[src/rtl/core/shs_pkg.sv]
// Shared types and codes for the session handshake state machine.
package shs_pkg;

  // Event kinds carried in the command field.
  localparam logic [1:0] CMD_PACKET = 2'd0;
  localparam logic [1:0] CMD_TIMER  = 2'd1;
  localparam logic [1:0] CMD_ERROR  = 2'd2;
  localparam logic [1:0] CMD_START  = 2'd3;

  // Message types, shared by msg_type and send_msg.
  localparam logic [3:0] MSG_LOGIN     = 4'd0;
  localparam logic [3:0] MSG_CHALLENGE = 4'd1;
  localparam logic [3:0] MSG_RESPONSE  = 4'd2;
  localparam logic [3:0] MSG_AUTH_OK   = 4'd3;
  localparam logic [3:0] MSG_DENY      = 4'd4;
  localparam logic [3:0] MSG_IPCONF    = 4'd5;
  localparam logic [3:0] MSG_KA        = 4'd6;
  localparam logic [3:0] MSG_DATA      = 4'd7;
  localparam logic [3:0] MSG_RST       = 4'd8;

  // Session state codes as reported on session_state.
  localparam logic [2:0] CODE_LOGIN_SENT    = 3'd0;
  localparam logic [2:0] CODE_RESPONSE_SENT = 3'd1;
  localparam logic [2:0] CODE_CLIENT_CONN   = 3'd2;
  localparam logic [2:0] CODE_IDLE          = 3'd3;
  localparam logic [2:0] CODE_LISTEN        = 3'd4;
  localparam logic [2:0] CODE_CHAL_SENT     = 3'd5;
  localparam logic [2:0] CODE_STALE         = 3'd6;
  localparam logic [2:0] CODE_SERVER_CONN   = 3'd7;

  // Configuration register indexes.
  localparam logic [1:0] REG_SERVER_ROLE     = 2'd0;
  localparam logic [1:0] REG_HANDSHAKE_TICKS = 2'd1;
  localparam logic [1:0] REG_KEEPALIVE_TICKS = 2'd2;
  localparam logic [1:0] REG_MAX_RETRIES     = 2'd3;

  localparam logic [4:0] RETRY_MAX = 5'd31;

  typedef enum logic [7:0] {
    ST_LOGIN_SENT    = 8'b0000_0001,
    ST_RESPONSE_SENT = 8'b0000_0010,
    ST_CLIENT_CONN   = 8'b0000_0100,
    ST_IDLE          = 8'b0000_1000,
    ST_LISTEN        = 8'b0001_0000,
    ST_CHAL_SENT     = 8'b0010_0000,
    ST_STALE         = 8'b0100_0000,
    ST_SERVER_CONN   = 8'b1000_0000
  } state_e;

  typedef struct packed {
    logic [1:0] command;
    logic [3:0] msg_type;
    logic       addr_ok;
    logic       crypt_ok;
    logic       send_ok;
    logic       challenge_match;
  } in_item_t;

  typedef struct packed {
    logic [2:0]  session_state;
    logic        send_valid;
    logic [3:0]  send_msg;
    logic        timer_arm;
    logic [31:0] timer_interval;
    logic        timer_cancel;
    logic        session_closed;
  } out_item_t;

  typedef struct packed {
    logic        server_role;
    logic [15:0] handshake_ticks;
    logic [31:0] keepalive_ticks;
    logic [3:0]  max_retries;
  } cfg_t;

  typedef struct packed {
    state_e     next_state;
    logic [4:0] next_retry;
    out_item_t  result;
  } step_t;

endpackage

[src/rtl/core/session_handshake_fsm.sv]
// Session handshake state machine top level: event register, decode, result register.
//
// One tunnel session's login/challenge/keepalive controller for the client or
// server role. Each input beat is one event (packet, timer expiry, socket error,
// start) and produces exactly one output beat carrying the new session state,
// the message to send if any, and the timer arm/cancel request. The block takes
// one event per cycle while the result side is not stalled: an event lands in
// the input register, the decode reads it together with the session state and
// retry count, and on the same edge the result register loads and the state
// advances, so the next event sees the updated state. An event reaches the
// output by way of the input register, the decode and the result register.
// Throughput is set only by the result register draining: input ready stays
// high while the input register is empty or its event advances this cycle, so
// it drops only when both registers hold a beat and the output is stalled.
// Configuration writes are taken every cycle and must only be issued while no
// event is in flight.
module session_handshake_fsm (
  input  logic                clk_i,
  input  logic                rst_ni,
  // event channel
  input  logic                in_valid_i,
  output logic                in_ready_o,
  input  shs_pkg::in_item_t   in_data_i,
  // result channel
  output logic                out_valid_o,
  input  logic                out_ready_i,
  output shs_pkg::out_item_t  out_data_o,
  // configuration write channel
  input  logic                cfg_valid_i,
  output logic                cfg_ready_o,
  input  logic [1:0]          cfg_index_i,
  input  logic [31:0]         cfg_data_i
);
  import shs_pkg::*;

  cfg_t      cfg;
  step_t     step;

  logic      in_valid_q, in_valid_d;
  in_item_t  in_q;
  logic      out_valid_q, out_valid_d;
  out_item_t out_q;
  state_e    state_q, state_d;
  logic [4:0] retry_q, retry_d;

  logic      advance;
  logic      in_accept;

  shs_cfg u_cfg (
    .clk_i       (clk_i),
    .rst_ni      (rst_ni),
    .cfg_valid_i (cfg_valid_i),
    .cfg_ready_o (cfg_ready_o),
    .cfg_index_i (cfg_index_i),
    .cfg_data_i  (cfg_data_i),
    .cfg_o       (cfg)
  );

  shs_step u_step (
    .state_i (state_q),
    .retry_i (retry_q),
    .item_i  (in_q),
    .cfg_i   (cfg),
    .step_o  (step)
  );

  // Advance the held event when the result register is free or draining.
  assign advance    = in_valid_q && (!out_valid_q || out_ready_i);
  assign in_ready_o = !in_valid_q || advance;
  assign in_accept  = in_valid_i && in_ready_o;

  always_comb begin
    in_valid_d  = in_valid_q;
    out_valid_d = out_valid_q;
    state_d     = state_q;
    retry_d     = retry_q;
    if (advance) begin
      in_valid_d = 1'b0;
      state_d    = step.next_state;
      retry_d    = step.next_retry;
    end
    if (in_accept) begin
      in_valid_d = 1'b1;
    end
    // drop the shown result once taken, replace it when a new one is decoded
    if (out_ready_i) begin
      out_valid_d = 1'b0;
    end
    if (advance) begin
      out_valid_d = 1'b1;
    end
  end

  always_ff @(posedge clk_i or negedge rst_ni) begin
    if (!rst_ni) begin
      in_valid_q  <= 1'b0;
      out_valid_q <= 1'b0;
      state_q     <= ST_IDLE;
      retry_q     <= 5'd0;
    end else begin
      in_valid_q  <= in_valid_d;
      out_valid_q <= out_valid_d;
      state_q     <= state_d;
      retry_q     <= retry_d;
    end
  end

  // Payload registers: hold unless a new beat is loaded.
  always_ff @(posedge clk_i) begin
    if (in_accept) begin
      in_q <= in_data_i;
    end
    if (advance) begin
      out_q <= step.result;
    end
  end

  assign out_valid_o = out_valid_q;
  assign out_data_o  = out_q;

endmodule

[src/rtl/core/shs_cfg.sv]
// Configuration register file for the session handshake state machine.
module shs_cfg (
  input  logic             clk_i,
  input  logic             rst_ni,
  input  logic             cfg_valid_i,
  output logic             cfg_ready_o,
  input  logic [1:0]       cfg_index_i,
  input  logic [31:0]      cfg_data_i,
  output shs_pkg::cfg_t    cfg_o
);
  import shs_pkg::*;

  cfg_t cfg_q, cfg_d;

  assign cfg_ready_o = 1'b1;

  always_comb begin
    cfg_d = cfg_q;
    if (cfg_valid_i) begin
      unique case (cfg_index_i)
        REG_SERVER_ROLE:     cfg_d.server_role     = cfg_data_i[0];
        REG_HANDSHAKE_TICKS: cfg_d.handshake_ticks = cfg_data_i[15:0];
        REG_KEEPALIVE_TICKS: cfg_d.keepalive_ticks = cfg_data_i;
        REG_MAX_RETRIES:     cfg_d.max_retries     = cfg_data_i[3:0];
        default:             cfg_d = cfg_q;
      endcase
    end
  end

  always_ff @(posedge clk_i or negedge rst_ni) begin
    if (!rst_ni) begin
      cfg_q.server_role     <= 1'b0;
      cfg_q.handshake_ticks <= 16'd1000;
      cfg_q.keepalive_ticks <= 32'd10000;
      cfg_q.max_retries     <= 4'd5;
    end else begin
      cfg_q <= cfg_d;
    end
  end

  assign cfg_o = cfg_q;

endmodule

[src/rtl/core/shs_step.sv]
// Next-state and result decode for one event of the session handshake.
module shs_step (
  input  shs_pkg::state_e   state_i,
  input  logic [4:0]        retry_i,
  input  shs_pkg::in_item_t item_i,
  input  shs_pkg::cfg_t     cfg_i,
  output shs_pkg::step_t    step_o
);
  import shs_pkg::*;

  state_e      ns;
  logic [4:0]  nr;
  logic [4:0]  bumped;
  logic        sv;
  logic [3:0]  msg;
  logic        arm;
  logic        cancel;
  logic        closed;
  logic [47:0] shifted;
  logic [31:0] hs_interval;
  logic [31:0] interval;
  logic [2:0]  code;

  assign bumped = (retry_i == RETRY_MAX) ? RETRY_MAX : retry_i + 5'd1;

  always_comb begin
    ns     = state_i;
    nr     = retry_i;
    sv     = 1'b0;
    msg    = MSG_LOGIN;
    arm    = 1'b0;
    cancel = 1'b0;
    closed = 1'b0;
    unique case (item_i.command)
      CMD_PACKET: begin
        priority if (item_i.msg_type > MSG_RST ||
                     (state_i != ST_LISTEN && !item_i.addr_ok)) begin
          ns = state_i;
        end else if (state_i == ST_LISTEN && item_i.msg_type == MSG_LOGIN) begin
          cancel = 1'b1;
          nr     = 5'd0;
          ns     = ST_STALE;
          if (item_i.crypt_ok && item_i.send_ok) begin
            sv  = 1'b1;
            msg = MSG_CHALLENGE;
            ns  = ST_CHAL_SENT;
          end
          arm = 1'b1;
        end else if (state_i == ST_LOGIN_SENT && item_i.msg_type == MSG_CHALLENGE) begin
          cancel = 1'b1;
          if (item_i.crypt_ok) begin
            sv  = item_i.send_ok;
            msg = item_i.send_ok ? MSG_RESPONSE : MSG_LOGIN;
            ns  = item_i.send_ok ? ST_RESPONSE_SENT : ST_IDLE;
          end
          arm = 1'b1;
        end else if (state_i == ST_CHAL_SENT && item_i.msg_type == MSG_RESPONSE) begin
          cancel = 1'b1;
          if (item_i.challenge_match) begin
            sv  = item_i.send_ok;
            msg = item_i.send_ok ? MSG_AUTH_OK : MSG_LOGIN;
            ns  = item_i.send_ok ? ST_SERVER_CONN : ST_STALE;
          end
          arm = 1'b1;
        end else if ((state_i == ST_CHAL_SENT || state_i == ST_STALE) &&
                     item_i.msg_type == MSG_RST) begin
          cancel = 1'b1;
          ns     = ST_STALE;
          arm    = 1'b1;
        end else if (state_i == ST_RESPONSE_SENT && item_i.msg_type == MSG_AUTH_OK) begin
          cancel = 1'b1;
          nr     = 5'd0;
          ns     = ST_CLIENT_CONN;
          arm    = 1'b1;
        end else if (state_i == ST_RESPONSE_SENT && item_i.msg_type == MSG_DENY) begin
          cancel = 1'b1;
          nr     = 5'd0;
          sv     = item_i.send_ok;
          ns     = item_i.send_ok ? ST_LOGIN_SENT : ST_IDLE;
          arm    = 1'b1;
        end else if ((state_i == ST_CLIENT_CONN || state_i == ST_SERVER_CONN) &&
                     item_i.msg_type == MSG_KA) begin
          cancel = 1'b1;
          nr     = 5'd0;
        end else if ((state_i == ST_CLIENT_CONN &&
                      (item_i.msg_type == MSG_IPCONF || item_i.msg_type == MSG_DATA)) ||
                     (state_i == ST_SERVER_CONN && item_i.msg_type == MSG_DATA)) begin
          cancel = 1'b1;
        end else begin
          ns = state_i;
        end
      end
      CMD_TIMER: begin
        priority if (state_i == ST_LOGIN_SENT || state_i == ST_RESPONSE_SENT ||
                     state_i == ST_CLIENT_CONN || state_i == ST_IDLE) begin
          nr = bumped;
          if (bumped > {1'b0, cfg_i.max_retries}) begin
            nr = 5'd0;
            sv = item_i.send_ok;
            ns = item_i.send_ok ? ST_LOGIN_SENT : ST_IDLE;
          end else if (state_i == ST_IDLE || state_i == ST_LOGIN_SENT) begin
            sv = item_i.send_ok;
            ns = item_i.send_ok ? ST_LOGIN_SENT : ST_IDLE;
          end else if (state_i == ST_CLIENT_CONN) begin
            sv  = item_i.send_ok;
            msg = item_i.send_ok ? MSG_KA : MSG_LOGIN;
          end
          arm = 1'b1;
        end else if (state_i == ST_STALE) begin
          ns     = ST_LISTEN;
          nr     = 5'd0;
          closed = 1'b1;
        end else begin
          nr = bumped;
          if (bumped > {1'b0, cfg_i.max_retries}) begin
            ns = ST_STALE;
          end else if (state_i == ST_SERVER_CONN) begin
            sv  = item_i.send_ok;
            msg = item_i.send_ok ? MSG_KA : MSG_LOGIN;
          end
          arm = 1'b1;
        end
      end
      CMD_ERROR: begin
        ns = cfg_i.server_role ? ST_STALE : ST_IDLE;
      end
      CMD_START: begin
        nr = 5'd0;
        if (cfg_i.server_role) begin
          ns = ST_LISTEN;
        end else begin
          sv  = item_i.send_ok;
          ns  = item_i.send_ok ? ST_LOGIN_SENT : ST_IDLE;
          arm = item_i.send_ok;
        end
      end
      default: begin
        ns = state_i;
      end
    endcase
  end

  // Handshake interval: base ticks shifted by the updated retry count, saturated.
  assign shifted     = {32'd0, cfg_i.handshake_ticks} << nr;
  assign hs_interval = (|shifted[47:32]) ? 32'hFFFF_FFFF : shifted[31:0];
  assign interval    = !arm ? 32'd0 :
                       (ns == ST_CLIENT_CONN || ns == ST_SERVER_CONN) ?
                       cfg_i.keepalive_ticks : hs_interval;

  always_comb begin
    unique case (ns)
      ST_LOGIN_SENT:    code = CODE_LOGIN_SENT;
      ST_RESPONSE_SENT: code = CODE_RESPONSE_SENT;
      ST_CLIENT_CONN:   code = CODE_CLIENT_CONN;
      ST_IDLE:          code = CODE_IDLE;
      ST_LISTEN:        code = CODE_LISTEN;
      ST_CHAL_SENT:     code = CODE_CHAL_SENT;
      ST_STALE:         code = CODE_STALE;
      ST_SERVER_CONN:   code = CODE_SERVER_CONN;
      default:          code = CODE_IDLE;
    endcase
  end

  always_comb begin
    step_o.next_state            = ns;
    step_o.next_retry            = nr;
    step_o.result.session_state  = code;
    step_o.result.send_valid     = sv;
    step_o.result.send_msg       = sv ? msg : MSG_LOGIN;
    step_o.result.timer_arm      = arm;
    step_o.result.timer_interval = interval;
    step_o.result.timer_cancel   = cancel;
    step_o.result.session_closed = closed;
  end

endmodule

[config.mk]
export PLATFORM = sky130hd
export DESIGN_NAME = session_handshake_fsm
export DESIGN_NICKNAME = d
export VERILOG_FILES = /design/src/rtl/core/shs_pkg.sv /design/src/rtl/core/session_handshake_fsm.sv /design/src/rtl/core/shs_cfg.sv /design/src/rtl/core/shs_step.sv
export SDC_FILE = /design/constraint.sdc
export NUM_CORES = 1
export LEC_CHECK = 0
export BUFFER_PORTS_ARGS = -buffer_cell sky130_fd_sc_hd__clkbuf_2
export CORE_UTILIZATION = 51
export DETAILED_ROUTE_END_ITERATION = 6
export PLACE_DENSITY_LB_ADDON = 0.2
export SYNTH_ARGS = -nofsm -noshare
export SYNTH_HDL_FRONTEND = slang
export SYNTH_HIERARCHICAL = 1
export SYNTH_SLANG_ARGS = --single-unit
[constraint.sdc]
create_clock -name clk_i -period 5.95 [get_ports clk_i]
set_input_delay 0.8925 -clock clk_i [delete_from_list [all_inputs] [get_ports clk_i]]
set_output_delay 0.8925 -clock clk_i [all_outputs]
set_load 0.02 [all_outputs]
==> impl_metrics.csv <==
group,metric,value,unit
drt,drt_iter0_markers,926,
clock_network,clock_sinks,121,
drt,vias,7012,
min_path,hold_path_depth,1,
pwr,powerDensity,434,nW/um2
setup_path,worstSetupEndpointType,"register",
synthesis,synthTopCellsByArea,"edfxtp_1 (20%), dfrtp_1 (17%), mux2_4 (7.4%), mux2_2 (4.7%), dfstp_2 (4.6%)",
timing,fin_crit,5.20,ns
die,core.rowCount,45,
layout,design_area,9000,um2
setup_path,reg2reg_to,"out_data_o[23]$_DFFE_PP_",
synthesis,ys.flop_type,"dfrtp_1",
clock_network,cts_setup_buffers,0,
timing,slew_headroom,34.5,%
global_routing,grt_overflow,0,
synthesis,syn_area_per_cell,10.0,um2
clock_network,clk_path_buf_depth,2,
clock_network,cts_made_buffers,17,
place,dpl.hpwl,17.1,mm
clock_network,cts_tree,"yes",
place,place_area,8410,um2
drt,viasPerCell,6.62,
setup_path,worst_ep_arrival_time,5.36,ns
timing,period_share,87.4,%
timing,finalMaxSlewViolations,0,
synthesis,synth_most_common_cell,"o21ai_0",
layout,ff_latch_area,3310,um2
clock_network,cts.repair.resized,0,
layout,diodes,0,
synthesis,yosysWarnings,6,
die,pin_count,95,
layout,synthToLayoutAreaGrowth,13.5,%
drt,ant_nets,0,
die,core,15200,um2
clock_network,clk_latency,0.43,ns
min_path,holdPathEnd,"u_cfg/cfg_o[1]$_DFFE_PN0P_",
drt,drtPass1Iterations,7,
pwr,total_power,3910,uW
clock_network,htreeDepth,4,
min_path,min_path_type,"reg2reg",
die,dieArea,16000,um2
place,io_buffer_count,93,
synthesis,syn_nets,845,
setup_path,start_kind,"register",
synthesis,synth_top_cell_by_area,"edfxtp_1",
timing,rsz0062_at_grt,"no",
die,die_h,127,um
global_routing,grt_start_max_net_pins,69,
synthesis,async_flop_share,56.2,%
synthesis,synth_area,7930,um2
global_routing,grt_pass1_wl,36.9,mm
die,fp.dieW,127,um
timing,finalSetupTns,0,ns
layout,drive_above_1_share,28.8,%
layout,fillerInstances,1292,
setup_path,r2r-start,"retry_q[0]$_DFFE_PN0P_",
synthesis,synth_edf_count,53,
layout,multi_input_area,4240,um2
run_status,status,"completed",
clock_network,path_clk_slew,0.06,ns
die,start_util,52.2,%
synthesis,synthTopCellsByCount,"o21ai_0 (63), a21oi_1 (59), dfrtp_1 (54), edfxtp_1 (53), nor2_1 (50)",
layout,nNetsFinal,913,
layout,utilization,59.2,%
setup_path,rr_worst_depth,17,
clock_network,cts-root-buf,"clkbuf_16",
min_path,hp-start,"u_cfg/cfg_o[1]$_DFFE_PN0P_",
synthesis,synth.distinct_cells,95,
setup_path,reg2reg_slack,0.75,ns
global_routing,track_usage,30.2,%
timing,setup_viol,0,
timing,hold_violations,0,
clock_network,hold_buffers,0,
timing,finClkSkew,0.0115,ns
drt,wl_per_cell,22.3,um
setup_path,path_max_fanout,28,
drt,routed_wl,23.6,mm
synthesis,synth_top_cell_area_share,20.1,%
global_routing,grt_pass1_vias,6450,
synthesis,seq_area_frac_synth,41.8,%
place,routabilityCongestion,0.971,
synthesis,ys_seq_elements,121,
timing,timing.fmax,192,MHz
drt,drc,0,
flow_run,cap_violations,0,
setup_path,crit_required,6.11,ns
synthesis,synthCells,791,
global_routing,antenna_found_initial,0,
setup_path,crit_type,"reg2reg",
pwr,leakagePower,0.00376,uW
timing,worstMarginPinSlew,0.975,ns
pwr,ir_worst_vdd,277,uV
## sequential cells by signal (all words and copies together) (netlist names)
name and flops:
in_q 10, u_cfg/cfg_o 53, in_valid_q 1, out_data_o 43, out_valid_o 1, retry_q 5, state_q 8
## worst max-delay path, cell delays in order (launching register included)
cell       delay (ns)
dfrtp_1          0.43
ha_1             0.26
nand4_1          0.14
and2_1           0.18
inv_1            0.08
ha_1             0.33
a2111oi_2        0.50
o21ai_1          0.33
a21oi_1          0.53
nor2_2           0.09
inv_2            0.39
nor2_1           0.20
a22o_1           0.28
nor4_2           0.30
a31oi_2          0.23
o31ai_2          0.26
buf_4            0.29
a21oi_1          0.10
## report_power, final
group / switching, uW / leakage, uW / internal [uW]
Clock: 431 / 0.000289 / 604
Sequential: 148 / 0.00133 / 1040
Combinational: 1060 / 0.00215 / 623
Total: 1640 / 0.00376 / 2270
## layout make-up
class | count | share of cell area (%)
flip-flops and latches | 121 | 36.8
clock inverters | 14 | 1.67
multi-input cells | 595 | 47.1
well taps | 188 | 2.61
clock buffers | 18 | 4.88
inverters | 19 | 0.793
repair buffers | 105 | 6.17
## through the flow
step / std cells / setup WS [ns] / hold slack [ns]
final: 1060 / 0.750 / 0.505
after global routing: 1060 / 0.365 / 0.529
after global placement: 1028 / 1.03 / 0.491
after detailed placement: 1028 / 0.930 / 0.492
after CTS: 1060 / 0.918 / 0.509
after floorplan: 791 / 1.81 / 0.473
## cells by family (layout without fill, tap and decap cells)
family / after synthesis / after routing / synth area share (%)
DFF: 121 / 121 / 41.8
other: 2 / 2 / 0.0947
xor gates and xnor gates: 9 / 9 / 0.994
and+or+nand+nor: 242 / 242 / 16.6
buffers and inverters: 75 / 156 / 4.81
AOI/OAI and AO/OA: 251 / 251 / 21.1
muxes: 86 / 86 / 13.8
adders and majority gates: 5 / 5 / 0.789
## metal layers
layer | track usage [%] | up-vias | routed length (um)
met4 | 9.66 | 0 | 408
li1 | - | 3153 | -
met5 | 0 | - | 0
met2 | 43.1 | 388 | 10300
met1 | 45.1 | 3438 | 11000
met3 | 6.92 | 33 | 1950
## layout by cell type, fill, tap and decap left out, types with 4 or more instances in the layout
cell type	count
nor4_1	7
and2_1	12
inv_1	14
buf_4	12
nand4_1	5
o21ai_1	8
a21o_1	4
or3_1	4
ha_1	5
nor3_1	17
clkbuf_2	92
dfrtp_1	54
nand3b_1	4
edfxtp_1	53
inv_6	7
a32oi_1	5
and3_1	8
nor4b_1	4
o211ai_1	8
o2bb2ai_1	4
a31oi_1	14
o21a_1	15
a22oi_1	5
clkbuf_16	17
nand2_1	48
o21ai_0	63
nor2_1	50
a21oi_1	59
nand2b_1	6
xor2_1	6
mux2_2	33
a211oi_1	9
mux2_4	39
or4_1	4
nand3_1	43
mux2i_1	14
o31ai_1	4
dfstp_2	14
o211a_1	7
a221oi_1	6
## worst max path at each step
stage / from / end / slack (ns)
final: retry_q[0]$_DFFE_PN0P_ / out_data_o[23]$_DFFE_PP_ / 0.75
after global routing: retry_q[1]$_DFFE_PN0P_ / out_data_o[8]$_DFFE_PP_ / 0.37
after CTS: retry_q[0]$_DFFE_PN0P_ / out_data_o[23]$_DFFE_PP_ / 0.92
after detailed placement: retry_q[0]$_DFFE_PN0P_ / out_data_o[8]$_DFFE_PP_ / 0.93
after global placement: retry_q[0]$_DFFE_PN0P_ / out_data_o[28]$_DFFE_PP_ / 1.03
after floorplan: retry_q[2]$_DFFE_PN0P_ / out_data_o[19]$_DFFE_PP_ / 1.81
No activity file was read; power rests on OpenSTA's default activity.
